## config.mk

```make
export PLATFORM = sky130hd
export DESIGN_NAME = oaif_ram
export DESIGN_NICKNAME = d
export VERILOG_FILES = /design/src/rtl/core/oaif_ram.sv
export SDC_FILE = /design/constraint.sdc
export NUM_CORES = 2
export LEC_CHECK = 0
export BUFFER_PORTS_ARGS = -buffer_cell sky130_fd_sc_hd__clkbuf_2
export CORE_MARGIN = 4
export CORE_UTILIZATION = 55
export DETAILED_ROUTE_END_ITERATION = 10
export GPL_TIMING_DRIVEN = 0
export PLACE_DENSITY_LB_ADDON = 0.05
export RECOVER_POWER = 100
export SLEW_MARGIN = 5
export SYNTH_ARGS = -nofsm -noshare
export SYNTH_HDL_FRONTEND = slang
export SYNTH_SLANG_ARGS = --single-unit
```

## constraint.sdc

```tcl
create_clock -name clk_i -period 4.6 [get_ports clk_i]
set_clock_uncertainty 0.2 [all_clocks]
set_input_delay 0.46 -clock clk_i [delete_from_list [all_inputs] [get_ports clk_i]]
set_output_delay 0.46 -clock clk_i [all_outputs]
set_load 0.01 [all_outputs]
```

## src/rtl/core/oaif_ram.sv

```systemverilog
// ----------------------------------------------------------------------------
// Generic RAM
// One write port and one read port with registered read data.
// ----------------------------------------------------------------------------
`timescale 1ns / 1ps
`default_nettype none

module oaif_ram #(
  parameter int unsigned Width = 32,
  parameter int unsigned Depth = 64
) (
  input  wire logic                     clk_i,
  input  wire logic                     we_i,
  input  wire logic [$clog2(Depth)-1:0] waddr_i,
  input  wire logic [Width-1:0]         wdata_i,
  input  wire logic [$clog2(Depth)-1:0] raddr_i,
  output logic      [Width-1:0]         rdata_o
);

  logic [Width-1:0] mem_q [Depth];

  // Write port.
  always_ff @(posedge clk_i) begin
    if (we_i) begin
      mem_q[waddr_i] <= wdata_i;
    end
  end

  // Registered read port.
  always_ff @(posedge clk_i) begin
    rdata_o <= mem_q[raddr_i];
  end

endmodule

`default_nettype wire

```

-- Word level (Yosys, flattened, before mapping)
Memories as Yosys holds them, arrays and structs flattened. A register that Yosys moved wholly into a read port is not among the register bits.
Index checks and enable logic that the tools add are counted.
- $add $sub $neg: 0
- multiply operators: 0
- divide/modulo/power cells: 0
- magnitude comparators: 0
- equality and inequality tests: 0
- shift operators: 0
- muxes and demuxes: 2
- bitwise operators: 0
- reduce and logical (&&, ||, !) cells: 0
- operators by type and width (kind ; count):
    $mux W1 ; 2
- register bits after elaboration: 0
- latch bits: 0
- memory bits (writable): 2048
- memory bits (read-only): 0
- input port bits: 46
- word-level logic and storage cells: 3
- memories kept: 1
- memories (name ; depth ; width ; read ports ; clocked after memory_dff ; write ports ; RTL line ; source):
    mem_q ; 64 ; 32 ; 1 ; 1 ; 1 ; 20 ; logic [Width-1:0] mem_q [Depth];

-- Logic depth before layout (Yosys ltp)
- depth after elaboration: 2
- mapped depth: 10
- depth with buffers taken out: 5

-- Worst setup path before layout
No wires, ideal clock.
- kind: input port to flip-flop
- start: input waddr_i[3]
- end: memory mem_q[48][0] (enable)
- library setup time: 0.461 ns
- data arrival time: 3.159 ns
- data required time: 3.939 ns
- setup slack: 0.780 ns
- stages on the path: 4
- buffers on the path: 1
- cells stage by stage: clkbuf_1 > nor2b_1 > nand4b_1 > nor3_1
- RTL lines (element ; RTL line ; source):
    start: declaration ; 14 ; input wire logic [$clog2(Depth)-1:0] waddr_i,
    end: declaration ; 20 ;
No word-level cell before the write port.

==> out/qor.csv <==
metric,value,unit
synth-simple-area-share,0.0127,
track_usage,0.320,
rsz0062_at_grt,no,
core,0.142,mm^2
slowest_delay,0.91,ns
clock.fmax,0.223,GHz
yosys.area.top_type_share,0.783,
slew-limit-headroom,-1.52,
switchingPower,0.00860,W
hpwl,149,mm
tightest_slew,3.79,ns
fill_cells,9621,
numCtsBuffers,203,
grt_overflow,0,
postRouteAntennaNets,0,
start_util,0.554,
yosys-top-cells-count,"edfxtp_1, mux4_2, nor2_1, mux2i_1, o22ai_1",
grt_pass1_vias,38300,
power_density,451,mW/mm^2
p_int,0.0312,W
p_seq_frac,0.529,
worstPathMaxFanout,19,
slew_violations,3652,
r2r_start,mem_q[27][18],
cts_tree,built,
min_to,mem_q[49][17],
synth_top_family_by_area,multiplexers,
violations,"capacitance limit, slew limit",
io_buffers,69,
path_class,input pin to flop,
combPwrFrac,0.055,
ys_warn_count,0,
drc,0,
arrival,4.98,ns
grt_start_max_net_pins,65,
initialDrtViolationCount,6084,
root_buffer,clkbuf_16,
holdCritStartpoint,waddr_i[0],
critPathTopFamily,buffers and inverters,
cpMostUsedCell,buf_2,
insertion_delay,0.86,ns
whs_path_depth,3,
synth-xor-area-share,0,
setup_violations,0,
worst_r2r_path_depth,4,
syn_avg_cell_area,23.6,um^2
p_sw_frac,0.216,
clock_sinks,2080,
timing.critical_path.to_type,flop,
row_count,138,
synth_fa_ha_area_frac,0,
synth.area.top_cells,"edfxtp_1, mux4_2, mux2i_1",
final_util,0.623,
critPathBufInv,5,
synth_area,0.0785,mm^2
final_nets,3744,
io_pins,78,
critPathSlowestCell,clkbuf_1,
hold_class,input pin to flop,
grt_first_pass_wirelength,317,mm
ys.flop_type,edfxtp_1,
die_w,386,um
min_period_over_period,0.975,
p_leak,27.4,nW
viasPerCell,6.77,
period_minus_slack,4.49,ns
dpl_cell_area,0.0835,mm^2
cts_setup_buffers,0,
post_cts_resized,0,
synth-edff-count,2048,
clock_power_share,0.416,
routed_wl,234,mm
synth.yosys.seq_area_share,0.791,
r2r_end,rdata_o[18],
crit_path_cell_trace,"buf_2, buf_2, buf_2, clkbuf_1, clkbuf_1, mux2i_1, a21oi_1, a21oi_1, nor2_1",
die_area,0.149,mm^2
drive_above_1_share,0.242,
synth_async_sr_flop_share,0,
vias,39100,
yosys.area.top_type,edfxtp_1,
ys_ff_latch,2080,
status,finished with violations,
synth.most_common_cell,edfxtp_1,
startpoint_type,input pin,
clkTransAtPathRegs,0.06,ns
first_pass_iters,8,
finalInstanceArea,0.0883,mm^2
reg2reg_setup_slack,1.47,ns
finalHoldViolations,0,
gp_congestion,0.977,
die_h,386,um
area_growth,12.5,%
cp.required,5.09,ns
synth-compound-area-share,0.0167,
synth_cell_types,34,
ir_worst_vdd,356,uV
cap_viol_max_count,133,
avgRoutedWirePerCell,40.6,um
synth_mux_area_frac,0.168,
synthCells,3324,
synth_nets,3370,
antenna_found_initial,10,
htree_levels,4,
cts_buffer_depth,3,
-- per-layer routing --
metal	global-route usage	routed length, um	up-vias	share of wire
met5	0.0109	360	-	0.0015
met4	0.127	11900	10	0.051
met3	0.0832	27000	478	0.12
met2	0.497	110000	2660	0.47
met1	0.440	84600	20900	0.36
li1	-	-	15000	-
-- worst max path at each step --
| stage | from | to | slack (ns) | cells after the start |
|---|---|---|---|---|
| finish | raddr_i[1] | rdata_o[16] | 0.11 | 9 |
| global route | waddr_i[2] | mem_q[21][16] | 0.18 | 5 |
| detailed placement | raddr_i[1] | rdata_o[6] | -0.72 | 9 |
| CTS | raddr_i[1] | rdata_o[6] | 0.17 | 9 |
| global placement | waddr_i[3] | mem_q[48][12] | -2.43 | 4 |
| floorplan | waddr_i[3] | mem_q[48][0] | 0.78 | 4 |
-- power groups by stage --
| stage | clock, W | combinational, W | sequential, W |
|---|---|---|---|
| finish | 0.0166 | 0.00218 | 0.0211 |
| global route | 0.0176 | 0.00223 | 0.0211 |
| CTS | 0.0167 | 0.00219 | 0.0210 |
| detailed placement | 0 | 0.00218 | 0.0214 |
| global placement | 0 | 0.00209 | 0.0214 |
| floorplan | 0 | 0.00102 | 0.0214 |
-- through the flow --
| step | total power, W | setup slack, ns | TNS, ns | hold WS [ns] | std cells |
|---|---|---|---|---|---|
| floorplan | 0.0225 | 0.780 | 0 | 0.359 | 3324 |
| global placement | 0.0235 | -2.43 | -1457.78 | 0.652 | 5283 |
| detailed placement | 0.0236 | -0.722 | -2.33 | 0.650 | 5369 |
| CTS | 0.0400 | 0.172 | 0 | 0.111 | 5747 |
| global route | 0.0409 | 0.180 | 0 | 0.175 | 5762 |
| finish | 0.0398 | 0.113 | 0 | 0.201 | 5770 |
-- area by class of cell --
class | instances | area [um^2] | share of cell area
antenna | 9 | 22.5 | 0.000255
buffer | 181 | 882 | 0.00999
clock buffer | 244 | 5360 | 0.0607
clock inverter | 134 | 1280 | 0.0145
multi-input combinational | 1062 | 15500 | 0.175
sequential | 2080 | 62100 | 0.704
tap | 1890 | 2360 | 0.0268
timing repair buffer | 170 | 777 | 0.00880
-- flip-flops by register name, indices dropped and copies added (netlist names) --
| signal | count |
|---|---|
| mem_q | 2048 |
| rdata_o | 32 |
-- cells in the final DEF (no fill, tap or decap), drive strengths merged --
master | netlist | final
edfxtp | 2048 | 2048
mux4 | 544 | 544
clkbuf | 74 | 482
nor2 | 137 | 137
buf | 108 | 105
clkinv | 0 | 99
mux2i | 93 | 93
o22ai | 84 | 84
a21oi | 62 | 62
dfxtp | 32 | 32
o221ai | 27 | 27
nand2 | 26 | 26
bufinv | 0 | 22
nor2b | 15 | 15
a22oi | 12 | 12
inv | 0 | 10
diode | 0 | 9
nand2b | 8 | 8
a311oi | 8 | 8
nor3 | 7 | 7
dlygate4sd3 | 0 | 7
nand3b | 5 | 5
nand3 | 5 | 5
or3b | 5 | 5
and3 | 4 | 4
a41o | 4 | 4
o32ai | 4 | 4
or3 | 3 | 3
clkinvlp | 0 | 3
or2 | 3 | 3
and2 | 2 | 2
nand4 | 2 | 2
a31oi | 1 | 1
nand4b | 1 | 1
dlymetal6s2s | 0 | 1
-- worst register-to-register path: cells and delay by family, from the launching register on --
family           cells  cell delay, ns
AO/OA/AOI/OAI        1            0.87
AND/OR/NAND/NOR      1            0.39
multiplexers         2            1.05
flip-flops           1            0.37
-- cell families (layout without fill, tap and decap cells) --
| family | count (synthesis) | after routing |
|---|---|---|
| other cells | 0 | 9 |
| compound gates | 202 | 202 |
| simple gates | 223 | 223 |
| flops | 2080 | 2080 |
| buf+inv | 182 | 729 |
| mux | 637 | 637 |
-- timing repair --
action / CTS / global route
hold endpoints to repair: 0 / 117
hold buffers: 0 / 7
endpoints found under the setup margin: 0 / 1
Note: power is estimated with default switching activity, not from simulation.
